### src/rtl/ipv4bl_pkg.sv
package ipv4bl_pkg;

	localparam int TABLE_ENTRIES   = 16;
	localparam int IDX_W           = 4;
	localparam int MAX_FRAME_BYTES = 16383;
	localparam int POS_W           = $clog2(MAX_FRAME_BYTES + 1);
	localparam int CNT_W           = 64;

	localparam int ETH_HDR_BYTES   = 14;
	localparam int IPV4_MIN_END    = 34;
	localparam int ETYPE_HI_POS    = 12;
	localparam int ETYPE_LO_POS    = 13;
	localparam int SRC_FIRST_POS   = 26;
	localparam int SRC_LAST_POS    = 29;

	localparam logic [15:0] ETHERTYPE_IPV4 = 16'h0800;

	localparam logic MODE_FRAME = 1'b0;
	localparam logic MODE_ENTRY = 1'b1;

	typedef enum logic [1:0] {
		VERDICT_PASS  = 2'd0,
		VERDICT_DROP  = 2'd1,
		VERDICT_ABORT = 2'd2
	} verdict_t;

	typedef struct packed {
		logic             en;
		logic [IDX_W-1:0] idx;
		logic [31:0]      addr;
		logic             valid;
		logic             counting;
	} entry_wr_t;

	typedef struct packed {
		logic             hit;
		logic [IDX_W-1:0] idx;
		logic             counting;
	} match_t;

	typedef struct packed {
		logic             hit;
		logic [IDX_W-1:0] idx;
		logic             count;
		logic [POS_W-1:0] blen;
	} stats_upd_t;

endpackage

### src/rtl/ipv4bl_table.sv
module ipv4bl_table import ipv4bl_pkg::*; (
	input  logic        clk,
	input  logic        arst_n,
	input  entry_wr_t   wr,
	input  logic [31:0] lookup_addr,
	output match_t      match
);

	logic [31:0]              addr_q [TABLE_ENTRIES];
	logic [TABLE_ENTRIES-1:0] valid_q;
	logic [TABLE_ENTRIES-1:0] count_q;

	always_ff @(posedge clk or negedge arst_n) begin
		if (!arst_n) begin
			valid_q <= '0;
			count_q <= '0;
			for (int i = 0; i < TABLE_ENTRIES; i++) begin
				addr_q[i] <= '0;
			end
		end else if (wr.en) begin
			// every 4-bit slot index names exactly one of the TABLE_ENTRIES slots
			for (int i = 0; i < TABLE_ENTRIES; i++) begin
				if (wr.idx == IDX_W'(i)) begin
					addr_q[i]  <= wr.addr;
					valid_q[i] <= wr.valid;
					count_q[i] <= wr.counting;
				end
			end
		end
	end

	// parallel compare, walked downward so the lowest slot wins
	always_comb begin
		match = '0;
		for (int i = TABLE_ENTRIES - 1; i >= 0; i--) begin
			if (valid_q[i] && addr_q[i] == lookup_addr) begin
				match.hit      = 1'b1;
				match.idx      = IDX_W'(i);
				match.counting = count_q[i];
			end
		end
	end

endmodule

### config.mk
export PLATFORM = sky130hd
export DESIGN_NAME = ipv4bl_table
export DESIGN_NICKNAME = d
export VERILOG_FILES = /design/src/rtl/ipv4bl_pkg.sv /design/src/rtl/ipv4bl_table.sv
export SDC_FILE = /design/constraint.sdc
export NUM_CORES = 1
export LEC_CHECK = 0
export ABC_CLOCK_PERIOD_IN_PS = 7200
export BUFFER_PORTS_ARGS = -buffer_cell sky130_fd_sc_hd__buf_2
export CORE_ASPECT_RATIO = 1.4
export CORE_MARGIN = 2
export CORE_UTILIZATION = 30
export DETAILED_ROUTE_END_ITERATION = 7
export PLACE_DENSITY = 0.5
export SLEW_MARGIN = 10
export SYNTH_ARGS = -nofsm -noshare
export SYNTH_HDL_FRONTEND = slang
export SYNTH_SLANG_ARGS = --single-unit
### constraint.sdc
create_clock -name clk -period 7.2 [get_ports clk]
set_clock_uncertainty 0.2 [all_clocks]
set_input_delay 1.08 -clock clk [delete_from_list [all_inputs] [get_ports clk]]
set_output_delay 1.08 -clock clk [all_outputs]
set_load 0.01 [all_outputs]
## Word-level counts from Yosys, hierarchy flattened

Index checks and enable logic that the tools add are counted.

- Flip-flop bits (word level): 544
- Output and inout port bits: 6
- Logic and storage cells: 128

- Equality and inequality tests: 31
- Multiplexer cells: 16
- Reduce and logical (&&, ||, !) cells: 33

Operators by type and width:

| kind | number |
|---|---|
| $eq A32 B32 Y1 | 16 |
| $mux W6 | 16 |
| $eq A4 B4 Y1 const B | 8 |
| $reduce_and A2 Y1 | 16 |
| $eq A4 B3 Y1 const B | 4 |
| $logic_and A1 B1 Y1 | 16 |
| $eq A4 B2 Y1 const B | 2 |
| $eq A4 B1 Y1 const B | 1 |
| $logic_not A4 Y1 | 1 |

## Logic depth before layout (Yosys ltp)

Gate-level depths: netlist (run 1).

- Depth in word-level cells: 18
- Mapped depth: 11
- Gate-level depth less buffers: 9

## Worst setup path before layout (run 1)

No wires, ideal clock.

- Kind: input -> output
- Start point: input lookup_addr[4]
- End point: output match[0] (netlist bit)
- Arrival: 3.091 ns
- Required time: 5.920 ns
- Path slack: 2.829 ns
- Stages: 10
- Buffers on the path: 2
- Cell sequence: buf_2 -> buf_2 -> xnor2_1 -> nand4_1 -> nor4_1 -> nand4_1 -> or4_1 -> nand2_1 -> a21oi_1 -> a221oi_2

RTL lines:

| element | line | RTL |
|---|---|---|
| start: declaration | ipv4bl_table.sv:5 | `input logic [31:0] lookup_addr,` |
| end: declaration | ipv4bl_table.sv:6 | `output match_t match` |

==> summary by stage, run 1 <==
Drt
The detailed router finished its first iteration with 923 violations. The final wirelength is 97300 µm. Using the TritonRoute via totals, the vias-per-cell ratio works out to 5.01. Dividing the detail-routed wire length by the instance count gives 29.4 µm. The remaining antenna violation count is 0. The routed via count is 16600. The first detailed-routing pass ran for 5 iterations. In the routed design, unresolved DRC markers number 0.

Final layout
The layout cell share with drive strength beyond 1 is 37.4%. The number of antenna diodes in the final layout is 0. In the layout the commonest cells are 544 x sky130_fd_sc_hd__dfrtp_1, 541 x sky130_fd_sc_hd__mux2_2, 254 x sky130_fd_sc_hd__xnor2_1. The area of all placed cells without fillers is 0.0302 mm².

The library cell used most frequently in the layout, excluding fill and tap cells, is sky130_fd_sc_hd__dfrtp_1. Compared with the post-synthesis result, the final layout area differs by 12.4%. Measured on the finished design, the core utilization comes to 34.1%.

The layout net count is 2153.

Setup path
The worst register-to-register path has a setup slack of 6.19 ns. Along the worst path, the maximum fanout reaches 16. Traced cell by cell, the critical path runs through buf_2 > xor2_1 > nor3_1 > nand3_1 > nor3_2 > mux2_1 > o2111ai_1 > a311oi_1 > o311ai_1 > a221oi_2 > buf_2. STA puts the critical path data arrival time at 4.82 ns. The worst setup path is captured at an output port.

The slowest cell on the critical path is sky130_fd_sc_hd__nor3_1. The worst setup path is launched from an input pin. The launching instance or port of the critical path is lookup_addr[30]. The last element of the critical path is match[0]. Counting buffers and inverters, the worst setup path is 11 cells deep. The startpoint of the worst-slack reg-to-reg timing path is addr_q[253]. The most repeated library cell on the critical path is sky130_fd_sc_hd__buf_2. The largest single stage delay on the critical path is 0.87 ns. In this run the critical register-to-register path is captured at addr_q[253]. Grouping stages by cell kind, the critical path spends the most delay in simple AND/OR/NAND/NOR gates.

The critical path start-end classification is input pin to output port. The number of cells on the worst reg-to-reg path is 1. The required arrival time at the worst endpoint is 5.92 ns. The number of buffers and inverters on the critical path is 2.

STA
The setup slack of the critical path after layout is 1.10 ns. Setup violations remaining at the end of the flow were counted as 0. The final number of hold-violating endpoints came to 0.

The time the worst path needs with I/O delays and setup is 6.10 ns. The highest achievable clock rate is 164 MHz. The setup TNS is 0 ns. At the pin with the least slew margin, the transition time is 1.10 ns. Setup repair after global routing left no endpoint under its margin. The count of pins over their slew limit is 0. In this run the tightest slew margin relative to its limit is 25.9%. The final critical path takes up 84.7% of the cycle. The worst hold slack across all endpoints is 0.297 ns.

Worst hold path
The type of the tightest min-delay check is input pin to asynchronous set/reset pin.

Clock tree
Clock tree synthesis inserted a total of 55 buffers. The clock net in this run drives a total of 544 sinks. The count of H-tree levels built during CTS is 2.

Once the clock tree was built, the setup fixing pass inserted 0 buffers. In this run, post-CTS hold repair placed 0 buffers. The root buffer cell is sky130_fd_sc_hd__clkbuf_16. The total of cells resized after clock tree synthesis is 0. The clock-pin slew on the worst setup and hold paths is 0.06 ns.

The maximum buffer depth of the clock tree is 3. The source-to-sink clock delay at the later pin of the worst-skew pair is 0.62 ns. The clock tree from TritonCTS is built.

Die
The effective utilization at floorplan is 30.3%. The floorplan has 129 rows. In this run the count of I/O pins placed on the die edge is 79. The floorplan step defined a die boundary enclosing 0.0919 mm².

The die span in x is 257 µm. In this run the standard cell core region covers 0.0884 mm². The height of the die is 358 µm.

Yosys
The proportion of synthesized flip-flops having asynchronous set or reset is 100%. The count of flip-flops with a built-in enable after synthesis is 0. Synthesis handed over a netlist of 2035 instances. The net count after synthesis is 2108. The distinct cell type count of the synthesized netlist is 50. The count of yosys warnings during synthesis is 0. Summing every instance area after synthesis gives 0.0268 mm². In the synthesized netlist the dominant register cell turns out to be sky130_fd_sc_hd__dfrtp_1. After synthesis, the mean cell area works out to 13.2 µm². In this run, synthesis produced a sequential element count of 544. Summing the sequential cell areas from Yosys gives 50.7% of the chip area.

Placed design
The weighted congestion at the end of routability-driven global placement is 0.871. Prior to clock tree synthesis, the placed netlist has a worst setup slack of 1.20 ns. In this run the tool buffered the top-level ports with 78 buffer cells. The standard cell area after detailed placement is 0.0283 mm². Detailed placement ended at an HPWL of 62900 µm.

Power and ir drop
In this run the power density over the cells is 304 mW/mm². Across the VDD grid, the largest voltage drop is 0.232 mV. Summed over all cells, the static leakage comes to 12.6 nW.

Global routing
The number of global-route vias before repair came to 17500. Summed over all layers, the global routing overflow is 0. The largest net degree at the start of global routing is 170. Global routing used 21.3% of the available tracks. The first-pass GRT wire length is 137000 µm. The initial antenna violation count is 5.

Run status
The flow ran to the end, and the final reports show no timing, DRC or antenna violations.

Flow run
The reported max-cap violation count is 0.
[power breakdown]
part	internal [mW]	total (mW)	switching [mW]	leakage (nW)
combinational	1.00	1.93	0.930	5.00
clock	1.70	3.00	1.29	0.915
sequential	3.77	4.23	0.462	6.67
[cell type report]
type | instances | area [µm²]
fillers | 8949 | 58300
flip-flops and latches | 544 | 13600
multi-input cells | 1326 | 12300
clock buffers | 75 | 1530
well taps | 1179 | 1480
repair buffers | 140 | 903
clock inverters | 26 | 295
inverters | 13 | 48.8
[state kept, by name, summed over array words and instances, names as in the netlist]
| register | count |
|---|---|
| count_q | 16 |
| addr_q | 512 |
| valid_q | 16 |
[how the worst min path moves through the flow]
stage                     from          end  slack [ns]  depth (start not counted)
global placement    valid_q[8]   valid_q[8]        0.28                          1
CTS                 valid_q[8]   valid_q[8]        0.30                          1
global route        valid_q[8]   valid_q[8]        0.32                          1
floorplan           count_q[2]   count_q[2]        0.27                          1
finish                  arst_n  addr_q[129]        0.30                          1
detailed placement  valid_q[8]   valid_q[8]        0.29                          1
[synth_stat cells, drive strengths merged (2+ instances only)]
library cell / count / share of area, %
a21oi: 7 / 0.13
a221oi: 2 / 0.089
and3: 4 / 0.093
buf: 73 / 2.5
clkbuf: 79 / 1.1
dfrtp: 544 / 51
inv: 13 / 0.18
mux2: 542 / 23
nand2: 18 / 0.25
nand2b: 6 / 0.14
nand3: 26 / 0.49
nand3b: 4 / 0.11
nand4: 71 / 1.7
nor2: 20 / 0.28
nor3: 13 / 0.26
nor4: 70 / 1.7
o21ai: 9 / 0.17
or2: 2 / 0.047
or3: 5 / 0.14
or4: 5 / 0.17
xnor2: 257 / 8.5
xor2: 251 / 8.2
[cell families (layout without fill, tap and decap cells)]
family	count (synthesis)	in the layout	synth area share, %
AOI/OAI and AO/OA	30	30	0.746
xor gates and xnor gates	508	508	16.7
buffers and inverters	165	254	3.74
DFF	544	544	50.7
muxes	542	542	22.8
and+or+nand+nor	246	246	5.35
[through the flow]
step	power (mW)	instances
final	9.16	3303
after CTS	9.25	3303
after detailed placement	6.24	3202
after global placement	6.17	3202
after floorplan	5.56	2035
after global routing	9.59	3303
[per-layer routing]
layer	wire length, µm	global-route usage (%)	up-vias
li1	-	-	7108
met1	39300	25.4	8895
met2	48900	37.5	401
met3	3460	2.73	150
met4	5550	10.9	6
met5	50	0	-
(Power assumes the default switching activity.)
==> run 2, diff against run 1 <==
--- a/config.mk
+++ b/config.mk
@@ -5,7 +5,8 @@
 export SDC_FILE = /design/constraint.sdc
 export NUM_CORES = 1
 export LEC_CHECK = 0
-export ABC_CLOCK_PERIOD_IN_PS = 7200
+export ABC_AREA = 1
+export ABC_CLOCK_PERIOD_IN_PS = 6000
 export BUFFER_PORTS_ARGS = -buffer_cell sky130_fd_sc_hd__buf_2
 export CORE_ASPECT_RATIO = 1.4
 export CORE_MARGIN = 2
==> constraint.sdc (replaced) <==
create_clock -name clk -period 6 [get_ports clk]
set_clock_uncertainty 0.2 [all_clocks]
set_input_delay 0.9 -clock clk [delete_from_list [all_inputs] [get_ports clk]]
set_output_delay 0.9 -clock clk [all_outputs]
set_load 0.01 [all_outputs]
==> run 2 against run 1 <==
Effect of this change:
- clock power grew 19%
- global-route usage grew 3.7 points
- flip-flop and latch count is the same
- critical path type unchanged
- count of clock-buffer cells in the layout grew 5
- register-to-register slack lost 1.3 ns
- hold slack lost 0.29 ns
- synthesized area is essentially flat
- via count grew 41%
- largest cell class unchanged
- critical path depth grew 8
- cell count grew 33%
- highest routed layer unchanged
==> summary by stage, run 2 <==
Run status
Status: completed (unchanged).

Setup path
The most repeated library cell on the critical path is sky130_fd_sc_hd__nand2_1 (was sky130_fd_sc_hd__buf_2). The required arrival time at the worst endpoint is 4.90 ns (was 5.92 ns). The last element of the critical path was match[1] (was match[0]).

The data arrival time at the worst-slack endpoint is 3.97 ns (was 4.82 ns). The total number of cells along the worst setup path is 19 (was 11). The endpoint of the worst-slack reg-to-reg timing path is addr_q[176] (was addr_q[253]). Critical path cell sequence: buf_2 > inv_1 > o22ai_1 > nor2_1 > nand2_1 > nor4_1 > nand3_1 > nor2_2 > inv_2 > nand2_1 > nand2_1 > nand2_1 > nand2_1 > nand2_1 > nand2_1 > nand2_1 > nand2_1 > a21oi_2 > buf_2 (was buf_2 > xor2_1 > nor3_1 > nand3_1 > nor3_2 > mux2_1 > o2111ai_1 > a311oi_1 > o311ai_1 > a221oi_2 > buf_2). The minimum setup slack among reg-to-reg paths was 4.92 ns (was 6.19 ns). The category of cells accounting for the largest share of critical-path delay is simple AND/OR/NAND/NOR gates (unchanged).

The launching instance or port of the critical path was lookup_addr[14] (was lookup_addr[30]). The worst stage delay on the critical path is 0.66 ns (was 0.87 ns). The launching element type of the critical path is an input pin (unchanged). The cell count of the worst reg-to-reg path is 2 (was 1). The critical path start-end classification is input pin to output port (unchanged). The slowest cell on the critical path is sky130_fd_sc_hd__inv_1 (was sky130_fd_sc_hd__nor3_1).

The startpoint of the worst-slack reg-to-reg timing path is addr_q[176] (was addr_q[253]). The element type at the critical path end was an output port (unchanged). The number of buffers and inverters on the critical path was 4 (was 2). The highest net fanout along the worst path is 15 (was 16).

Yosys
The most area-hungry cell type in the Yosys netlist was sky130_fd_sc_hd__dfrtp_1 (unchanged). Top post-synthesis cells by count: 852 x sky130_fd_sc_hd__nand2_1, 582 x sky130_fd_sc_hd__o21ai_0, 544 x sky130_fd_sc_hd__dfrtp_1, 202 x sky130_fd_sc_hd__nor2_1, 189 x sky130_fd_sc_hd__inv_1 (was 544 x sky130_fd_sc_hd__dfrtp_1, 541 x sky130_fd_sc_hd__mux2_2, 254 x sky130_fd_sc_hd__xnor2_1, 251 x sky130_fd_sc_hd__xor2_1, 79 x sky130_fd_sc_hd__clkbuf_1). The net count after synthesis is 3287 (was 2108). The number of synthesized register bits is 544 (unchanged). The count of flip-flops with a built-in enable after synthesis was 0 (unchanged).

Synth top area cells: sky130_fd_sc_hd__dfrtp_1 51%, sky130_fd_sc_hd__nand2_1 12%, sky130_fd_sc_hd__o21ai_0 11% (was sky130_fd_sc_hd__dfrtp_1 51%, sky130_fd_sc_hd__mux2_2 23%, sky130_fd_sc_hd__xnor2_1 8.3%). The proportion of synthesized flip-flops having asynchronous set or reset was 100% (unchanged). The distinct cell type count of the synthesized netlist was 64 (was 50). The post-synthesis area per instance is 8.35 µm² (was 13.2 µm²).

The cell with the most instances after synthesis is sky130_fd_sc_hd__nand2_1 (was sky130_fd_sc_hd__dfrtp_1). The count of yosys warnings during synthesis was 0 (unchanged). The mapped cell area is 0.0268 mm² (about the same).

The gate count of the mapped netlist came to 3214 (was 2035). The sequential element share of the synthesized area is 50.8% (was 50.7%). The top flip-flop cell by instance count after synthesis is sky130_fd_sc_hd__dfrtp_1 (unchanged). The share of the synthesized area in the top cell type came to 50.8% (was 50.7%).

Placed design
The weighted congestion at the end of routability-driven global placement is 0.975 (was 0.871). The count of input and output buffers is 78 (unchanged). The number of cells in the design after placement is 4310 (was 3202).

The post-DP HPWL is 77600 µm (was 62900 µm).

Power and ir drop
The proportion of total power due to net switching is 32.6% (was 29.3%). The clock network power share came to 33.1% (was 32.7%). The maximum vdd ir drop is 0.212 mV (was 0.232 mV). The cell internal power dissipation was 7.27 mW (was 6.48 mW). The register share of total power is 47.2% (was 46.2%).

The switching power total is 3.51 mW (was 2.69 mW). The part of the power in combinational logic is 19.6% (was 21.1%). The leakage dissipation is 13.3 nW (was 12.6 nW). The total power per unit cell area is 362 mW/mm² (was 304 mW/mm²).

Final layout
The layout cell share with drive strength beyond 1 is 9.77% (was 37.4%). The register ranked first by flip-flop count is addr_q (unchanged). The layout overhead on the synthesized area came to 11.1% (was 12.4%). The number of flip-flops under the largest register name is 512 (unchanged).

The filler cell count in the final layout is 9431 (was 8949). Biggest registers after layout: addr_q x512, count_q x16, valid_q x16 (unchanged). Commonest cells after routing, fill and taps aside: 846 x sky130_fd_sc_hd__nand2_1, 582 x sky130_fd_sc_hd__o21ai_0, 544 x sky130_fd_sc_hd__dfrtp_1 (was 544 x sky130_fd_sc_hd__dfrtp_1, 541 x sky130_fd_sc_hd__mux2_2, 254 x sky130_fd_sc_hd__xnor2_1). The most common cell after layout, fill and taps aside is sky130_fd_sc_hd__nand2_1 (was sky130_fd_sc_hd__dfrtp_1). The layout net count came to 3260 (was 2153).

The fraction of the core area covered by cells at the end of the flow is 33.7% (was 34.1%). The post-layout instance count excluding filler cells was 4404 (was 3303).

Global routing
The global routing usage summed across all routing layers is 25.0% (was 21.3%). The met1 track demand over resource is 29.9% (was 25.4%). The largest net degree at the start of global routing is 168 (was 170). The layer with the highest usage after global routing is met2 (unchanged). The initial antenna violation count came to 7 (was 5). The met3 track demand over resource in global routing came to 3.11% (was 2.73%). The total congestion overflow after global routing came to 0 (unchanged). The number of global-route vias before repair came to 22100 (was 17500). The first-pass GRT wire length is 164000 µm (was 137000 µm). The met2 track demand over resource is 42.0% (was 37.5%).

STA
The final-report setup violation count was 0 (unchanged). The count of pins over their slew limit is 0 (unchanged). Subtracting the final worst setup slack from the clock period gives 5.07 ns. The slew at the pin closest to its max-slew limit was 1.32 ns (was 1.10 ns). The worst hold slack across all endpoints came to 0.00661 ns (was 0.297 ns). The highest achievable clock rate is 197 MHz. The setup TNS is 0 ns (unchanged). The headroom to the max-slew limit is 11.9% (was 25.9%). Unrepaired setup endpoints after global routing: false (unchanged). The final number of hold-violating endpoints was 0 (unchanged). Of the available clock period, the critical path in the final layout requires 84.5%.

Drt
The count of routing violations after the opening detailed-route iteration is 2499 (was 923). The count of TritonRoute iterations in the first routing pass is 6 (was 5). The via-per-instance ratio came to 5.31 (was 5.01). The remaining antenna violation count is 0 (unchanged). The final wirelength is 116000 µm (was 97300 µm). The total DRC errors in the routed layout is 0 (unchanged). The routed length per instance was 26.4 µm (was 29.4 µm). The routed via count is 23400 (was 16600).

Die
The placeable core area is 0.0884 mm² (unchanged). The area of the die came to 0.0918 mm² (was 0.0919 mm²). The height of the die is 358 µm (about the same). The count of standard-cell rows is 129 (unchanged). The effective utilization at floorplan came to 30.3% (about the same). The die span in x is 257 µm (about the same). The number of top-level pins is 79 (unchanged).

Clock tree
The maximum buffer depth of the clock tree is 3 (unchanged). The count of H-tree levels built during CTS is 2 (unchanged). The clock sink total is 544 (unchanged). The root buffer cell is sky130_fd_sc_hd__clkbuf_16 (unchanged).

The total of cells resized after clock tree synthesis is 0 (unchanged). The quantity of hold-fixing buffers added after cts is 0 (unchanged). The source-to-sink clock delay at the later pin of the worst-skew pair is 0.63 ns (was 0.62 ns). The clock tree from TritonCTS was built (unchanged). The number of CTS-inserted buffers is 54 (was 55). The clock-pin slew on the worst setup and hold paths is 0.06 ns (about the same). The number of setup buffers added after CTS is 0 (unchanged).

Worst hold path
The type of the tightest min-delay check is input pin to asynchronous set/reset pin (unchanged).

Flow run
The reported max-cap violation count is 0 (unchanged).
[run 2: cell count changes after synthesis, sizes merged, moves of 160 or more]
cell and change:
nand2 +840, o21ai +587, mux2 -542, xor2 -204, inv +201, nor2 +186
xnor2 -160
[run 2: area by class of cell]
cell class | count | area (µm²) | area share (%)
clock buffer | 80 | 1650 | 5.55
inverter | 214 | 841 | 2.82
timing repair buffer | 139 | 908 | 3.05
tap | 1179 | 1480 | 4.95
antenna | 2 | 5.00 | 0.0168
clock inverter | 12 | 140 | 0.470
sequential | 544 | 13600 | 45.7
multi-input combinational | 2234 | 11200 | 37.5
[run 2: worst min path at each step]
stage / from / end / slack [ns]
finish: arst_n / count_q[0] / 0.007
global route: arst_n / count_q[0] / 0.05
CTS: arst_n / count_q[0] / 0.03
detailed placement: addr_q[295] / addr_q[295] / 0.27
global placement: addr_q[133] / addr_q[133] / 0.27
floorplan: valid_q[3] / valid_q[3] / 0.25
[run 2: cell families after synthesis]
logic type      synth area share [%]
simple gates                    18.9
compound gates                  17.8
flops                           50.8
buf+inv                         7.91
xor+xnor                        4.70
[run 2: layer usage]
metal | wire (µm) | vias to the layer above
met2 | 55400 | 1016
met5 | 23 | -
met3 | 6960 | 306
li1 | - | 10600
met4 | 9500 | 4
met1 | 44300 | 11500
[run 2: worst reg2reg max path: cells and delay by family (launching register included)]
kind                   cells  cell delay [ns]
flip-flops                 1             0.45
AO/OA/AOI/OAI              1             0.12
buffers and inverters      1             0.20
[run 2: power groups by stage]
stage          clock, mW  combinational (mW)  sequential [mW]
2_1_floorplan          0                1.44             4.92
3_3_place_gp           0                2.07             5.13
3_5_place_dp           0                2.10             5.13
4_1_cts             3.62                2.11             5.07
5_1_grt             3.74                2.35             5.17
6_report            3.57                2.12             5.09
[run 2: through the flow]
stage	instance area, µm²	power [mW]	worst slack, ns
CTS	29800	10.8	0.945
global placement	28000	7.20	0.971
global route	29800	11.3	0.768
finish	29800	10.8	0.932
detailed placement	28000	7.23	0.951
floorplan	26800	6.36	2.36
==> run 3, diff against run 2 <==
--- a/config.mk
+++ b/config.mk
@@ -6,13 +6,13 @@
 export NUM_CORES = 1
 export LEC_CHECK = 0
 export ABC_AREA = 1
-export ABC_CLOCK_PERIOD_IN_PS = 6000
+export ABC_CLOCK_PERIOD_IN_PS = 4500
 export BUFFER_PORTS_ARGS = -buffer_cell sky130_fd_sc_hd__buf_2
 export CORE_ASPECT_RATIO = 1.4
 export CORE_MARGIN = 2
 export CORE_UTILIZATION = 30
 export DETAILED_ROUTE_END_ITERATION = 7
-export PLACE_DENSITY = 0.5
+export PLACE_DENSITY = 0.52
 export SLEW_MARGIN = 10
 export SYNTH_ARGS = -nofsm -noshare
 export SYNTH_HDL_FRONTEND = slang
==> constraint.sdc (replaced) <==
create_clock -name clk -period 4.5 [get_ports clk]
set_clock_uncertainty 0.2 [all_clocks]
set_input_delay 0.675 -clock clk [delete_from_list [all_inputs] [get_ports clk]]
set_output_delay 0.675 -clock clk [all_outputs]
set_load 0.01 [all_outputs]
==> run 3 against run 2 <==
Effect of this change:
- utilization grew 1.3 points
- sequential share of layout area shrank 1.7 points
- via count grew 1.2%
- count of clock-buffer cells in the layout down 11
- total power grew 39%
- flip-flop and latch count unchanged
- sequential power increased by 33%
- non-clock buffer count grew 90
- critical endpoint unchanged
==> summary by stage, run 3 (synthesis results as in run 2) <==
Placed design
The worst setup slack before clock tree synthesis is 0.193 ns (was 0.951 ns). The weighted congestion at the end of routability-driven global placement was 0.975 (about the same). The count of input and output buffers is 78 (unchanged). The post-DP HPWL is 83200 µm (was 77600 µm).

Worst hold path
The type of the tightest min-delay check is input pin to register (was input pin to asynchronous set/reset pin). The worst min-delay path startpoint is wr[0]. The worst hold path was traced through 3 stages.

Clock tree
The maximum buffer depth of the clock tree is 3 (unchanged). The root buffer cell is sky130_fd_sc_hd__clkbuf_16 (unchanged). The count of H-tree levels built during CTS is 2 (unchanged). The number of CTS-inserted buffers is 54 (unchanged).

The clock tree from TritonCTS was built (unchanged). The number of setup buffers added after CTS is 0 (unchanged). The source-to-sink clock delay at the later pin of the worst-skew pair is 0.63 ns (about the same). The clock-pin slew on the worst setup and hold paths is 0.06 ns (about the same). The clock sink total is 544 (unchanged).

STA
The time the worst path needs with I/O delays and setup is 4.33 ns. The final number of hold-violating endpoints is 0 (unchanged). The final-report setup violation count came to 0 (unchanged). The slew at the pin closest to its max-slew limit is 1.21 ns (was 1.32 ns).

The setup TNS came to 0 ns (unchanged). The setup slack of the critical path after layout is 0.169 ns (was 0.932 ns). The highest achievable clock rate is 231 MHz.

Unrepaired setup endpoints after global routing: false (unchanged). The count of pins over their slew limit is 0 (unchanged). The headroom to the max-slew limit is 19.4% (was 11.9%). The post-route fraction of the period consumed by the critical path is 96.2%.

Run status
Status: completed (unchanged).

Global routing
The largest net degree at the start of global routing was 94 (was 168). The total congestion overflow after global routing was 0 (unchanged). The number of global-route vias before repair is 22700 (was 22100).

The first-pass GRT wire length was 167000 µm (was 164000 µm). The initial antenna violation count is 7 (unchanged). The global routing usage summed across all routing layers is 25.5% (was 25.0%).

Setup path
The data arrival time at the worst-slack endpoint is 3.46 ns (was 3.97 ns). The startpoint of the worst-slack reg-to-reg timing path is addr_q[398] (was addr_q[176]). The highest net fanout along the worst path is 14 (was 15).

The required arrival time at the worst endpoint came to 3.62 ns (was 4.90 ns). The slowest cell on the critical path was sky130_fd_sc_hd__nor4_1 (was sky130_fd_sc_hd__inv_1). The launching element type of the critical path is an input pin (unchanged). The launching instance or port of the critical path is lookup_addr[25] (was lookup_addr[14]). The cell count of the worst reg-to-reg path is 2 (unchanged). Critical path cell sequence: buf_2 > inv_2 > o22ai_1 > nor2_1 > nand2_1 > nor4_1 > nand3_1 > nor2_2 > buf_12 > inv_2 > nand2_1 > nand2_1 > nand2_1 > nand2_1 > nand2_1 > nand2_1 > nand2_1 > nand2_1 > a21oi_2 > buf_4 > buf_2 (was buf_2 > inv_1 > o22ai_1 > nor2_1 > nand2_1 > nor4_1 > nand3_1 > nor2_2 > inv_2 > nand2_1 > nand2_1 > nand2_1 > nand2_1 > nand2_1 > nand2_1 > nand2_1 > nand2_1 > a21oi_2 > buf_2). The most repeated library cell on the critical path is sky130_fd_sc_hd__nand2_1 (unchanged). The critical path start-end classification is input pin to output port (unchanged). The worst stage delay on the critical path is 0.42 ns (was 0.66 ns). The element type at the critical path end was an output port (unchanged).

Power and ir drop
The switching power total came to 4.81 mW (was 3.51 mW). The register share of total power came to 45.2% (was 47.2%). The total power per unit cell area was 486 mW/mm² (was 362 mW/mm²).

The cell internal power dissipation was 10.2 mW (was 7.27 mW). The maximum vdd ir drop is 0.279 mV (was 0.212 mV). The clock network power share came to 35.2% (was 33.1%). The part of the power in combinational logic was 19.6% (about the same). The sum of internal, switching and leakage power is 15.0 mW (was 10.8 mW).

The proportion of total power due to net switching is 32.0% (was 32.6%). The leakage dissipation is 13.9 nW (was 13.3 nW).

Drt
The final wirelength came to 119000 µm (was 116000 µm). The total DRC errors in the routed layout is 0 (unchanged). The via-per-instance ratio came to 5.26 (was 5.31). The count of routing violations after the opening detailed-route iteration is 2265 (was 2499). The remaining antenna violation count is 0 (unchanged).

The count of TritonRoute iterations in the first routing pass is 5 (was 6). The routed via count is 23700 (was 23400). The routed length per instance is 26.4 µm (about the same).

Die
The effective utilization at floorplan was 30.3% (unchanged). The height of the die is 358 µm (unchanged). The area of the die came to 0.0918 mm² (unchanged). The placeable core area came to 0.0884 mm² (unchanged). The die span in x was 257 µm (unchanged). The count of standard-cell rows is 129 (unchanged). The number of top-level pins is 79 (unchanged).

Final layout
The layout cell share with drive strength beyond 1 is 12.6% (was 9.77%). Biggest registers after layout: addr_q x512, count_q x16, valid_q x16 (unchanged). The most common cell after layout, fill and taps aside was sky130_fd_sc_hd__nand2_1 (unchanged). The layout net count is 3350 (was 3260). The number of flip-flops under the largest register name came to 512 (unchanged).

Commonest cells after routing, fill and taps aside: 845 x sky130_fd_sc_hd__nand2_1, 582 x sky130_fd_sc_hd__o21ai_0, 544 x sky130_fd_sc_hd__dfrtp_1 (was 846 x sky130_fd_sc_hd__nand2_1, 582 x sky130_fd_sc_hd__o21ai_0, 544 x sky130_fd_sc_hd__dfrtp_1). The layout overhead on the synthesized area was 15.3% (was 11.1%). The register ranked first by flip-flop count is addr_q (unchanged). The filler cell count in the final layout is 9386 (was 9431).

Flow run
The reported max-cap violation count is 0 (unchanged).
## run 3: cell types whose count changed in the layout (fill, tap and decap cells not counted), sizes merged
cell and delta:
buf +89, bufinv +11, clkbuf -11, clkinv +1, clkinvlp +4, diode +1, dlygate4sd3 +1, inv +1
## run 3: repair_timing
item,in CTS,in global routing
hold endpoints to repair,62,0
gates resized for setup,0,7
hold buffers,1,0
setup endpoints to repair,0,3
## run 3: final cells by class
class	instances	area, µm²	area share, %
flip-flops and latches	544	13600	44.0
multi-input cells	2234	11200	36.2
repair buffers	229	1800	5.82
clock buffers	69	1490	4.81
well taps	1179	1480	4.77
inverters	214	847	2.74
clock inverters	29	518	1.67
diodes	3	7.51	0.0243
## run 3: final timing paths
check / to / slack [ns]
setup / recovery: match[1] / 0.17
hold / removal: count_q[10] / 0.08
setup reg to reg: addr_q[398] / 3.47
hold reg to reg: valid_q[15] / 0.29
max in group asynchronous: addr_q[56] / 2.56
min in group asynchronous: addr_q[326] / 0.42
## run 3: metal layers
metal	vias up	wire length [µm]	track usage, %
met2	905	55500	42.0
met3	344	6900	3.77
li1	10800	-	-
met4	6	10300	19.3
met1	11600	45800	30.3
met5	-	32	0
## run 3: through the flow
| stage | area, µm² | instances | utilization (%) | hold WS (ns) |
|---|---|---|---|---|
| 2_1_floorplan | 26800 | 3214 | - | 0.179 |
| 6_report | 30900 | 4501 | 35.0 | 0.0764 |
| 4_1_cts | 30900 | 4498 | 34.9 | 0.0543 |
| 3_3_place_gp | 28900 | 4399 | 32.7 | 0.260 |
| 5_1_grt | 30900 | 4498 | 35.0 | 0.0968 |
| 3_5_place_dp | 28900 | 4399 | 32.7 | 0.268 |
## run 3: power by group through the flow
stage                     sequential, mW  combinational (mW)  clock [mW]
after floorplan                     6.56                1.92           0
after global placement              6.84                2.88           0
after CTS                           6.77                2.93        5.34
after detailed placement            6.84                2.92           0
final                               6.79                2.95        5.30
after global routing                6.90                3.26        5.50
## run 3: critical path: cells and delay by family
family	cells	cell delay, ns
compound gates	2	0.30
buf+inv	6	0.94
simple gates	13	1.52
